[src/design/bcld_pkg.sv]
// Shared types and constants for the button chord long-press detector.
// No dependencies; used by the core and its checker.
package bcld_pkg;

    localparam int BTN_W        = 2;
    localparam int TIME_W       = 32;
    localparam int CNT_W        = 32;
    localparam int BUTTON_COUNT = 2;

    // Buttons beyond BUTTON_COUNT are ignored.
    localparam logic [BTN_W-1:0] BTN_MASK =
        (BUTTON_COUNT >= BTN_W) ? {BTN_W{1'b1}} : BTN_W'((1 << BUTTON_COUNT) - 1);

    localparam logic [TIME_W-1:0] DEBOUNCE_RESET = 32'd10000;
    localparam logic [TIME_W-1:0] LONG_RESET     = 32'd1000000;

    // Register byte address bit that selects the register.
    localparam int ADDR_W = 3;
    localparam logic REG_DEBOUNCE = 1'b0;
    localparam logic REG_LONG     = 1'b1;

    localparam logic MODE_TICK = 1'b0;
    localparam logic MODE_TAKE = 1'b1;

    localparam logic KIND_SHORT = 1'b0;
    localparam logic KIND_LONG  = 1'b1;

    localparam int S_TDATA_W = 40;
    localparam int M_TDATA_W = 40;

    typedef struct packed {
        logic [CNT_W-1:0] dropped_count;
        logic [BTN_W-1:0] stable_buttons;
        logic             long_press_pulse;
        logic [BTN_W-1:0] chord_mask;
        logic             press_kind;
        logic             event_valid;
    } result_t;

endpackage

[src/design/button_chord_long_press_detector_core.sv]
// Button chord long-press detector: debounce, episode machine, one-slot mailbox.
// Depends on bcld_pkg for widths, codes and the result record.
//
//  channel   | ports                       | payload (lsb first)
//  ----------+-----------------------------+------------------------------------------
//  input     | s_tvalid s_tready s_tdata   | tdata: raw_buttons[1:0], now_us[33:2]
//            | s_tuser                     | tuser: mode (0 tick, 1 take)
//  result    | m_tvalid m_tready m_tdata   | event_valid, press_kind, chord_mask,
//            |                             | long_press_pulse, stable_buttons,
//            |                             | dropped_count
//  config    | psel penable pwrite paddr   | 0x0 debounce_window_us, 0x4 long_press_us
//
// One item per clock while s_tready is high; each result is registered in the output or skid register.
// The state update is one pass of logic between the state registers, set by the
// two 32-bit timestamp subtract-compares.
// Reset (aresetn low, synchronous) clears all state, mailbox and counters, and loads
// the default windows. A stalled result moves into a one-item skid register, so
// s_tready falls only while both the output and the skid register are occupied.
module button_chord_long_press_detector_core (
    input  logic                           aclk,
    input  logic                           aresetn,
    // input items
    input  logic                           s_tvalid,
    output logic                           s_tready,
    input  logic [bcld_pkg::S_TDATA_W-1:0] s_tdata,  // raw_buttons[1:0], now_us[33:2], 0
    input  logic                           s_tuser,  // mode
    // result items
    output logic                           m_tvalid,
    input  logic                           m_tready,
    // event_valid[0], press_kind[1], chord_mask[3:2], long_press_pulse[4],
    // stable_buttons[6:5], dropped_count[38:7], 0
    output logic [bcld_pkg::M_TDATA_W-1:0] m_tdata,
    // configuration
    input  logic                           psel,
    input  logic                           penable,
    input  logic                           pwrite,
    input  logic [bcld_pkg::ADDR_W-1:0]    paddr,
    input  logic [31:0]                    pwdata,
    output logic [31:0]                    prdata,
    output logic                           pready
);

    localparam logic [1:0] ST_IDLE = 2'd0;
    localparam logic [1:0] ST_HOLD = 2'd1;
    localparam logic [1:0] ST_LOCK = 2'd2;

    localparam int BW = bcld_pkg::BTN_W;
    localparam int TW = bcld_pkg::TIME_W;
    localparam int CW = bcld_pkg::CNT_W;

    // configuration registers
    logic [TW-1:0] debounce_reg, long_reg;

    // block state
    logic [BW-1:0] last_raw_reg, last_raw_next;
    logic [TW-1:0] change_time_reg, change_time_next;
    logic [BW-1:0] stable_reg, stable_next;
    logic [1:0]    ep_reg, ep_next;
    logic [BW-1:0] chord_reg, chord_next;
    logic [TW-1:0] hold_time_reg, hold_time_next;
    logic          mb_full_reg, mb_full_next;
    logic          mb_kind_reg, mb_kind_next;
    logic [BW-1:0] mb_chord_reg, mb_chord_next;
    logic [CW-1:0] drop_reg, drop_next;

    // output and skid stages
    bcld_pkg::result_t out_reg, skid_reg, res;
    logic              out_valid_reg, skid_valid_reg;

    logic          accept;
    logic          mode;
    logic [BW-1:0] raw;
    logic [TW-1:0] now;
    logic          put;
    logic          put_kind;
    logic          pulse;
    logic [TW-1:0] raw_age, hold_age;

    assign pready   = 1'b1;
    assign prdata   = (paddr[2] == bcld_pkg::REG_LONG) ? long_reg : debounce_reg;
    assign s_tready = !skid_valid_reg;
    assign accept   = s_tvalid && s_tready;
    assign m_tvalid = out_valid_reg;
    assign m_tdata  = bcld_pkg::M_TDATA_W'(out_reg);

    assign mode = s_tuser;
    assign raw  = s_tdata[BW-1:0] & bcld_pkg::BTN_MASK;
    assign now  = s_tdata[BW+TW-1:BW];

    assign raw_age  = now - change_time_reg;
    assign hold_age = now - hold_time_reg;

    // debounce filter: a raw change restarts the window
    always_comb begin
        last_raw_next    = last_raw_reg;
        change_time_next = change_time_reg;
        stable_next      = stable_reg;
        if (raw != last_raw_reg) begin
            last_raw_next    = raw;
            change_time_next = now;
        end else if (raw != stable_reg && raw_age >= debounce_reg) begin
            stable_next = raw;
        end
    end

    // episode machine, driven by the freshly debounced value
    always_comb begin
        ep_next        = ep_reg;
        chord_next     = chord_reg;
        hold_time_next = hold_time_reg;
        put            = 1'b0;
        put_kind       = bcld_pkg::KIND_SHORT;
        pulse          = 1'b0;
        case (ep_reg)
            ST_IDLE: begin
                if (stable_next != '0) begin
                    chord_next     = stable_next;
                    hold_time_next = now;
                    ep_next        = ST_HOLD;
                end
            end
            ST_HOLD: begin
                if (stable_next == '0) begin
                    put        = 1'b1;
                    ep_next    = ST_IDLE;
                    chord_next = '0;
                end else if ((stable_next | chord_reg) != chord_reg) begin
                    // widening the chord restarts the hold timer
                    chord_next     = chord_reg | stable_next;
                    hold_time_next = now;
                end else if (hold_age >= long_reg) begin
                    put      = 1'b1;
                    put_kind = bcld_pkg::KIND_LONG;
                    pulse    = 1'b1;
                    ep_next  = ST_LOCK;
                end
            end
            default: begin
                // locked, and the unused code: wait for full release
                if (stable_next == '0) begin
                    ep_next    = ST_IDLE;
                    chord_next = '0;
                end
            end
        endcase
    end

    // mailbox and result
    always_comb begin
        mb_full_next  = mb_full_reg;
        mb_kind_next  = mb_kind_reg;
        mb_chord_next = mb_chord_reg;
        drop_next     = drop_reg;
        res           = '0;
        if (mode == bcld_pkg::MODE_TAKE) begin
            res.event_valid = mb_full_reg;
            res.press_kind  = mb_full_reg & mb_kind_reg;
            res.chord_mask  = mb_full_reg ? mb_chord_reg : '0;
            mb_full_next    = 1'b0;
            mb_kind_next    = 1'b0;
            mb_chord_next   = '0;
        end else begin
            if (put) begin
                if (mb_full_reg) begin
                    drop_next = drop_reg + CW'(1);
                end else begin
                    mb_full_next  = 1'b1;
                    mb_kind_next  = put_kind;
                    mb_chord_next = chord_reg;
                end
            end
            res.event_valid      = mb_full_next;
            res.press_kind       = mb_full_next & mb_kind_next;
            res.chord_mask       = mb_full_next ? mb_chord_next : '0;
            res.long_press_pulse = pulse;
        end
        res.stable_buttons = (mode == bcld_pkg::MODE_TAKE) ? stable_reg : stable_next;
        res.dropped_count  = drop_next;
    end

    // configuration writes
    always_ff @(posedge aclk) begin
        if (!aresetn) begin
            debounce_reg <= bcld_pkg::DEBOUNCE_RESET;
            long_reg     <= bcld_pkg::LONG_RESET;
        end else if (psel && penable && pwrite && pready) begin
            if (paddr[2] == bcld_pkg::REG_LONG) begin
                long_reg <= pwdata;
            end else begin
                debounce_reg <= pwdata;
            end
        end
    end

    // state update on every accepted item; a take leaves debounce and episode alone
    always_ff @(posedge aclk) begin
        if (!aresetn) begin
            last_raw_reg    <= '0;
            change_time_reg <= '0;
            stable_reg      <= '0;
            ep_reg          <= ST_IDLE;
            chord_reg       <= '0;
            hold_time_reg   <= '0;
            mb_full_reg     <= 1'b0;
            mb_kind_reg     <= 1'b0;
            mb_chord_reg    <= '0;
            drop_reg        <= '0;
        end else if (accept) begin
            if (mode == bcld_pkg::MODE_TICK) begin
                last_raw_reg    <= last_raw_next;
                change_time_reg <= change_time_next;
                stable_reg      <= stable_next;
                ep_reg          <= ep_next;
                chord_reg       <= chord_next;
                hold_time_reg   <= hold_time_next;
            end
            mb_full_reg  <= mb_full_next;
            mb_kind_reg  <= mb_kind_next;
            mb_chord_reg <= mb_chord_next;
            drop_reg     <= drop_next;
        end
    end

    // output register with skid stage
    always_ff @(posedge aclk) begin
        if (!aresetn) begin
            out_valid_reg  <= 1'b0;
            skid_valid_reg <= 1'b0;
        end else if (!out_valid_reg || m_tready) begin
            if (skid_valid_reg) begin
                out_valid_reg  <= 1'b1;
                skid_valid_reg <= 1'b0;
            end else begin
                out_valid_reg <= accept;
            end
        end else if (accept) begin
            skid_valid_reg <= 1'b1;
        end
    end

    always_ff @(posedge aclk) begin
        if (!out_valid_reg || m_tready) begin
            if (skid_valid_reg) begin
                out_reg <= skid_reg;
            end else if (accept) begin
                out_reg <= res;
            end
        end else if (accept) begin
            skid_reg <= res;
        end
    end

endmodule

[config.mk]
export PLATFORM = sky130hd
export DESIGN_NAME = button_chord_long_press_detector_core
export DESIGN_NICKNAME = d
export VERILOG_FILES = /design/src/design/bcld_pkg.sv /design/src/design/button_chord_long_press_detector_core.sv
export SDC_FILE = /design/constraint.sdc
export NUM_CORES = 1
export LEC_CHECK = 0
export ABC_AREA = 1
export CAP_MARGIN = 20
export CORE_MARGIN = 4
export CORE_UTILIZATION = 35
export CTS_CLUSTER_DIAMETER = 30
export DETAILED_ROUTE_END_ITERATION = 16
export DONT_BUFFER_PORTS = 1
export HOLD_SLACK_MARGIN = 0.1
export PLACE_DENSITY = 0.53
export SLEW_MARGIN = 30
export SYNTH_ARGS = -nofsm -noshare
export SYNTH_HDL_FRONTEND = slang
export SYNTH_SLANG_ARGS = --single-unit
[constraint.sdc]
create_clock -name aclk -period 6.7 [get_ports aclk]
set_clock_uncertainty 0.1 [all_clocks]
set_input_delay 1.34 -clock aclk [delete_from_list [all_inputs] [get_ports aclk]]
set_output_delay 1.34 -clock aclk [all_outputs]
set_load 0.1 [all_outputs]
Word-level counts from Yosys, hierarchy flattened
Cells that the tools add are included.
- bits in registers: 252
- latch bits: 0
- RAM bits: 0
- memory bits (read-only): 0
- input bits: 83
- memories kept: 0
- add/sub/neg operators: 3
- multipliers: 0
- divide/modulo/power cells: 0
- $lt $le $gt $ge: 2
- equal/unequal tests: 10
- shifts and indexed selects: 0
- mux-type cells: 44
- bitwise logic cells: 7
- reductions and logical operators: 22
- operators by type and width (cell ; number):
    two-way mux 32 bit ; 7
    two-way mux 39 bit ; 2
    >= comparator 32 bit ; 2
    case mux 32 bit (2 select lines) ; 1
    subtractor 32 bit ; 2
    adder 32 x 1 -> 32 bit, second input constant ; 1
    two-way mux 2 bit ; 16
    two-way mux 1 bit ; 15
    AND reduction 6 bit ; 2
    inequality test 3 bit, second input constant ; 3
    case mux 2 bit (2 select lines) ; 2
    AND reduction 2 bit ; 4
    inequality test 2 bit ; 3
    inequality test 2 bit, second input constant ; 3
    nonzero test 2 bit ; 3
    AND reduction 5 bit ; 1
    logical AND 1 bit ; 4
    logical NOT 2 bit ; 2
    two-way mux 4 bit ; 1
    inverter 1 bit ; 4
    AND reduction 3 bit ; 1
    nonzero test 3 bit ; 1
    AND 1 bit ; 2
    equality test 2 x 1 -> 1 bit, second input constant ; 1
    other kinds (4) ; 5

Logic depth before layout (Yosys ltp)
Gate-level depths: netlist of the first run.
- word-level depth: 17
- depth in mapped cells: 35
- mapped depth without buffers: 34

Worst setup path after synthesis of the first run
OpenSTA, ideal clock, no wires.
- kind: input port to flip-flop
- start: input s_tdata[2] (netlist name)
- end: register out_reg, in the netlist m_tdata[21], data pin
- library setup time: 252 ps
- data arrival time: 5053 ps
- required time: 6348 ps
- slack: 1295 ps
- stages: 31
- path buffers: 1
- cell sequence: inv_1 -> ha_1 -> inv_1 -> fa_1 -> nand3_1 -> nand2_1 -> a21oi_1 -> inv_1 -> nand2_1 -> nand2_1 -> a21oi_1 -> nor2_1 -> a21oi_1 -> o21ai_0 -> a21oi_1 -> xor2_1 -> ha_1 -> nand2_1 -> nor2_1 -> nand2_1 -> nor4_2 -> nand4_1 -> nand3_1 -> nand3_2 -> nand2_2 -> nand2_4 -> buf_6 -> o21ai_1 -> nand2_1 -> nand2_1 -> nand2_1
- word-level cells in the longest chain between the ends: 14
- RTL lines (item ; line ; source):
    start: declaration ; button_chord_long_press_detector_core.sv:25 ; input logic [bcld_pkg::S_TDATA_W-1:0] s_tdata,
    subtractor 32 bit ; button_chord_long_press_detector_core.sv:90 ; assign raw_age = now - change_time_reg;
    >= comparator 32 bit ; button_chord_long_press_detector_core.sv:101 ; end else if (raw != stable_reg && raw_age >= debounce_reg) begin
    logical AND 1 bit ; button_chord_long_press_detector_core.sv:101 ;
    two-way mux 2 bit ; button_chord_long_press_detector_core.sv:101 ;
    two-way mux 2 bit ; button_chord_long_press_detector_core.sv:98 ; if (raw != last_raw_reg) begin
    OR 2 bit ; button_chord_long_press_detector_core.sv:127 ; end else if ((stable_next | chord_reg) != chord_reg) begin
    inequality test 2 bit ; button_chord_long_press_detector_core.sv:127 ;
    two-way mux 1 bit ; button_chord_long_press_detector_core.sv:127 ;
    two-way mux 1 bit * ; button_chord_long_press_detector_core.sv:123 ; if (stable_next == '0) begin
    two-way mux 1 bit * ; button_chord_long_press_detector_core.sv:114 ; case (ep_reg)
    two-way mux 32 bit * ; button_chord_long_press_detector_core.sv:163 ; if (put) begin
    two-way mux 32 bit * ; button_chord_long_press_detector_core.sv:155 ; if (mode == bcld_pkg::MODE_TAKE) begin
    via drop_next[14] ; button_chord_long_press_detector_core.sv:64 ; logic [CW-1:0] drop_reg, drop_next;
    two-way mux 39 bit * ; button_chord_long_press_detector_core.sv:245 ; end else if (accept) begin
    two-way mux 39 bit * ; button_chord_long_press_detector_core.sv:243 ; if (skid_valid_reg) begin
    end signal: assignment ; button_chord_long_press_detector_core.sv:244 ; out_reg <= skid_reg;
    end signal: assignment ; button_chord_long_press_detector_core.sv:246 ; out_reg <= res;
    end: declaration ; button_chord_long_press_detector_core.sv:67 ; bcld_pkg::result_t out_reg, skid_reg, res;
Mark *: on every way through the listed nets, which the timed path passes. The rest lies on a longest branch. The select of a mux whose other input is x is not followed.
A chain may end at the register's enable or synchronous reset.

Final worst setup path of the first run
- start: input s_tdata[2] (netlist name)
- end: register out_reg, in the netlist m_tdata[7], data pin
The elaborated chain is that of the path after synthesis.

==> qor.yml, run 1 <==
setup_path:
  rr_worst_depth: 27
  max_stage_delay_ps: 410
  crit_arrival_ps: 6200
  critPathKind: "input port to register"
  cp-end-kind: "register"
  startpoint_type: "input port"
  crit_cells: 34
  cp_slowest_cell: "a21oi_1"
  required_ps: 6940
  critPathTopFamily: "simple AND/OR/NAND/NOR gates"
  path_max_fanout: 12
  path_buf_inv: 5
  cp_common_cell: "nand2_1"
synthesis:
  ys_seq_area_share_pct: 37.83
  ys.warnings.count: 0
  netlist_instances: 2110
  ys_seq_elements: 252
  yosys_most_used_dff: "dfxtp_1"
  yosysUniqueCellTypes: 47
  synth_top_cell_area_share_pct: 22.62
  synth_area_leaders: "dfxtp_1 (23%), edfxtp_1 (15%), nand2_1 (12%)"
  synth_area_sq_um: 15400
  syn-mean-instance-area_sq_um: 7.299
  async_flop_share_pct: 0
  synth_nets: 2322
  synth_edf_count: 78
  yosysTopAreaCell: "dfxtp_1"
global_routing:
  first_global_vias: 13208
  grt_max_degree: 121
  grt.total_usage_pct: 18.00
  grt_pass1_wl_mm: 68.96
  antenna_found_initial: 0
  grt.overflow.total: 0
timing:
  hold_violations: 0
  fin_crit_ps: 5968
  rsz0062_at_grt: "no"
  max_freq_ghz: 0.1676
  tightest_slew_ps: 960.6
  drv_slew: 0
  setup_viol: 0
  tns_ps: 0
  relSlewSlack_pct: 35.87
  min_period_over_period_pct: 89.07
clock_network:
  cts_max_level: 3
  cts_tree: "done"
  clk_path_buf_depth: 3
  clkLatencyLatePin_ps: 590
  clk_pin_slew_worst_paths_ps: 40
  cts_setup_buffers: 0
  cts-buffers-inserted: 73
  clkSinkCount: 252
  clockRootBuffer: "clkbuf_16"
cells_and_area:
  fillCellCount: 4283
  area_growth_pct: 22.95
  n_antenna_cell: 0
  drive_gt1_share_pct: 9.170
  final_nets: 2344
  seqCellArea_sq_um: 5827
  fin_area_sq_um: 18940
  fin_cells: 2777
  postLayoutCoreUtil_pct: 43.77
  multi_input_area_sq_um: 8439
route:
  drt-initial-drc-count: 799
  antenna_left: 0
  wl_mm: 42.79
  drt-vias-per-instance: 4.890
  firstDrtPassIters: 5
  via_count: 13579
  drc: 0
  wl_per_cell_microns: 15.41
placed_design:
  dp_hpwl_mm: 31.37
  place_congestion: 0.8740
  place_area_sq_um: 16360
  dp.cells: 2642
  port_buffers: 0
min_path:
  hp-class: "register to register"
  min_path_cells: 2
die:
  io_pins: 158
  die_height_microns: 217.8
  initial_utilization_pct: 35.60
  core_sq_um: 43270
  die-area_sq_um: 47420
  core.rowCount: 76
  die_w_microns: 217.8
pwr:
  p_total_mw: 6.710
  irDropWorstVdd_uv: 199.4
  powerDensity_nw_per_um2: 354.4
  leakagePower_nw: 8.327
flow_run:
  cap_violations: 0
outcome:
  status: "finished, final reports clean"
[where the power goes]
group          internal, mW  switching (mW)
Combinational         0.439           0.831
Clock                  2.51            1.04
Sequential             1.69           0.197
Total                  4.64            2.07
[cells in the final DEF, fill, tap and decap left out, drive strengths merged, types with 12 or more instances in the layout]
cell      n
nand2   477
inv     301
a21oi   246
o21ai   185
dfxtp   174
nor2    159
ha      127
clkbuf   97
nand3    96
edfxtp   78
xor2     46
nand4    33
clkinv   24
nor3     23
buf      23
a31oi    20
xnor2    20
nor4     12
[through the flow]
step / worst slack (ps) / hold slack [ps]
finish: 732.3 / 351.8
global route: 89.20 / 368.7
CTS: 623.2 / 353.0
detailed placement: 15.50 / 347.2
global placement: 86.86 / 339.8
floorplan: 1295 / 333.1
[repair_timing]
item | CTS | global route
endpoints found under the setup margin | 0 | 1
gates resized for setup | 0 | 1
hold buffers | 0 | 0
[metal layers]
metal	vias up	wire [microns]	track usage (%)
li1	7058	-	-
met1	6140	19450	23.01
met2	304	19590	29.32
met3	77	2388	4.194
met4	0	1367	7.563
met5	-	0	0
[synth_stat cells, drive strengths merged, types with 2 or more instances]
cell	count
a21boi	5
a21o	3
a21oi	246
a31oi	20
buf	17
clkbuf	59
clkinv	3
conb	2
dfxtp	174
edfxtp	78
fa	2
ha	127
inv	297
nand2	477
nand3	96
nand4	33
nor2	159
nor3	23
nor4	12
o211ai	5
o21a	7
o21ai	185
o21bai	4
o221ai	4
o31ai	2
xnor2	20
xor2	46
[worst paths after layout]
kind	start	endpoint	slack (ps)
worst max register to register	hold_time_reg[2]	m_tdata[7]	1270
worst min register to register	change_time_reg[4]	change_time_reg[4]	350
worst min-delay path	change_time_reg[4]	change_time_reg[4]	350
worst max-delay path	s_tdata[2]	m_tdata[7]	730
[logic make-up (layout without fill, tap and decap cells)]
kind of cell | count (synthesis) | after routing | share of synthesized area, %
adders and majority gates | 129 | 129 | 10.58
and+or+nand+nor | 802 | 802 | 21.74
xor gates and xnor gates | 66 | 66 | 3.753
buffers and inverters | 376 | 458 | 9.489
DFF | 252 | 252 | 37.83
other | 2 | 2 | 0.04876
AOI/OAI and AO/OA | 483 | 483 | 16.57
[layout make-up]
type / count / area share (%)
Clock buffer: 97 / 10.76
Clock inverter: 38 / 2.828
Inverter: 300 / 5.953
Multi-Input combinational cell: 1482 / 44.57
Sequential cell: 252 / 30.77
Tap cell: 585 / 3.865
Timing Repair Buffer: 23 / 1.255
[worst register-to-register path: stages (launching register included)]
cell and delay (ps):
dfxtp_1 310, inv_1 50, ha_1 330, nand3_1 90
nand2_1 110, a21oi_1 110, o21ai_0 410, a21boi_2 180
o21ai_2 270, a21boi_0 190, o21ai_0 420, a21oi_1 150
xnor2_1 160, ha_1 320, nand2_1 50, o21ai_0 290
o21bai_1 190, a31oi_1 160, nand3_1 170, nand3_2 150
nand2_2 200, nand2_4 170, nor2_4 240, inv_1 80
nand2_1 80, nand2_1 70, nand2_1 60, nand2_1 60
Power figures use the tool's default switching activity.
==> run 2, diff against run 1 <==
--- a/config.mk
+++ b/config.mk
@@ -9,6 +9,7 @@
 export CAP_MARGIN = 20
 export CORE_MARGIN = 4
 export CORE_UTILIZATION = 35
+export CTS_BUF_LIST = sky130_fd_sc_hd__clkbuf_4 sky130_fd_sc_hd__clkbuf_8 sky130_fd_sc_hd__clkbuf_16
 export CTS_CLUSTER_DIAMETER = 30
 export DETAILED_ROUTE_END_ITERATION = 16
 export DONT_BUFFER_PORTS = 1
==> run 2 against run 1 <==
Against the previous run: first-iteration DRC count grew 5.3%; register-to-register slack lost 50 ps; cell count is the same; via count shrank 0.27%; die area is the same; global-route usage is essentially flat; critical path type unchanged.
==> qor.yml, run 2 (synthesis gave the netlist of run 1 again) <==
setup_path:
  startpoint_type: "input port"  # unchanged
  cp_slowest_cell: "fa_1"  # was a21oi_1
  rr_worst_depth: 27  # unchanged
  max_stage_delay_ps: 400  # was 410 ps
  cp_common_cell: "nand2_1"  # unchanged
  worst_r2r_startpoint: "hold_time_reg[2]"  # unchanged
  required_ps: 6930  # was 6940 ps
  path_max_fanout: 12  # unchanged
  worstSetupStartpoint: "s_tdata[2]"  # unchanged
  crit_arrival_ps: 6200  # about the same
  critPathKind: "input port to register"  # unchanged
  cp-end-kind: "register"  # unchanged
  crit_path_end: "m_tdata[7]"  # unchanged
  r2r-end: "m_tdata[7]"  # unchanged
  r2r_slack_ps: 1220  # was 1270 ps
clock_network:
  clockRootBuffer: "clkbuf_16"  # unchanged
  cts_tree: "done"  # unchanged
  holdBufCountCts: 0  # unchanged
  clk_pin_slew_worst_paths_ps: 40  # about the same
  clkSinkCount: 252  # unchanged
  cts_setup_buffers: 0  # unchanged
  clkLatencyLatePin_ps: 590  # about the same
  cts_resized: 0  # unchanged
  clk_path_buf_depth: 3  # unchanged
  cts_max_level: 3  # unchanged
  cts-buffers-inserted: 73  # unchanged
min_path:
  hp-class: "register to register"  # unchanged
placed_design:
  port_buffers: 0  # unchanged
  dp_hpwl_mm: 31.37  # unchanged
  place_congestion: 0.8740  # unchanged
route:
  wl_per_cell_microns: 15.44  # was 15.41 microns
  antenna_left: 0  # unchanged
  wl_mm: 42.86  # was 42.79 mm
  via_count: 13542  # was 13579
  drc: 0  # unchanged
  drt-vias-per-instance: 4.876  # was 4.890
  drt-initial-drc-count: 841  # was 799
  firstDrtPassIters: 6  # was 5
timing:
  relSlewSlack_pct: 35.87  # about the same
  fin_crit_ps: 5964  # was 5968 ps
  hold_violations: 0  # unchanged
  tightest_slew_ps: 960.6  # about the same
  tns_ps: 0  # unchanged
  min_period_over_period_pct: 89.02  # was 89.07%
  max_freq_ghz: 0.1677  # was 0.1676 GHz
  setup_viol: 0  # unchanged
  drv_slew: 0  # unchanged
  rsz0062_at_grt: "no"  # unchanged
pwr:
  irDropWorstVdd_uv: 199.8  # was 199.4 uV
  leakagePower_nw: 8.368  # was 8.327 nW
  powerDensity_nw_per_um2: 356.2  # was 354.4 nW/um^2
die:
  io_pins: 158  # unchanged
  die-area_sq_um: 47420  # unchanged
  die_w_microns: 217.8  # unchanged
  die_height_microns: 217.8  # unchanged
  core.rowCount: 76  # unchanged
  initial_utilization_pct: 35.60  # unchanged
  core_sq_um: 43270  # unchanged
outcome:
  status: "finished, final reports clean"  # unchanged
global_routing:
  grt_pass1_wl_mm: 68.98  # was 68.96 mm
  antenna_found_initial: 0  # unchanged
  first_global_vias: 13212  # was 13208
  grt.total_usage_pct: 18.02  # was 18.00%
  grt.overflow.total: 0  # unchanged
  grt_max_degree: 121  # unchanged
cells_and_area:
  final_cell_mix: "nand2_1 (473), inv_1 (294), a21oi_1 (243)"  # unchanged
  drive_gt1_share_pct: 9.717  # was 9.170%
  layout_commonest_cell: "nand2_1"  # unchanged
  postLayoutCoreUtil_pct: 43.87  # was 43.77%
  final_nets: 2344  # unchanged
  n_antenna_cell: 0  # unchanged
  area_growth_pct: 23.24  # was 22.95%
flow_run:
  cap_violations: 0  # unchanged
[run 2: cell counts in the layout (fill, tap and decap cells not counted)]
No cell type changed its count.
[run 2: worst min path at each step]
stage               slack, ps                  end  depth (start not counted)                start
finish                    350   change_time_reg[4]                          2   change_time_reg[4]
CTS                       350   change_time_reg[4]                          2   change_time_reg[4]
global route              370  change_time_reg[14]                          2  change_time_reg[14]
global placement          340   change_time_reg[6]                          2   change_time_reg[6]
floorplan                 330  change_time_reg[10]                          2  change_time_reg[10]
detailed placement        350   change_time_reg[4]                          2   change_time_reg[4]
[run 2: metal layers]
metal,share of wire [%],global-route usage (%),wire length [microns]
met1,45,22.98,19480
met2,46,29.37,19670
met3,5.4,4.236,2314
met4,3.3,7.563,1401
met5,0,0,0
[run 2: critical path: cells and delay by family]
kind                       cells  cell delay, ps
AOI/OAI and AO/OA              4            1030
xor gates and xnor gates       1             240
adders and majority gates      3             800
buffers and inverters          5             340
and+or+nand+nor               21            2460
[run 2: area by class of cell]
cell class | instances | area [sq um]
multi-input combinational | 1482 | 8439
fill | 4276 | 24290
sequential | 252 | 5827
clock buffer | 97 | 2082
timing repair buffer | 23 | 237.7
tap | 585 | 732.0
inverter | 300 | 1127
clock inverter | 38 | 535.5
[run 2: metrics by stage]
step / setup slack (ps) / cells / hold WS (ps) / area [sq um] / total power [mW]
after floorplan: 1295 / 2110 / 333.1 / 15400 / 2.884
after global placement: 86.86 / 2640 / 339.8 / 16110 / 3.145
after detailed placement: 15.50 / 2642 / 347.2 / 16360 / 3.183
after CTS: 623.2 / 2777 / 353.0 / 18970 / 6.842
after global routing: 89.20 / 2777 / 368.7 / 18980 / 7.115
final: 735.7 / 2777 / 352.0 / 18980 / 6.760
[run 2: where the power goes]
part / leakage (nW) / switching, mW / internal (mW)
combinational: 4.89 / 0.831 / 0.439
clock: 1.30 / 1.04 / 2.56
sequential: 2.18 / 0.197 / 1.69
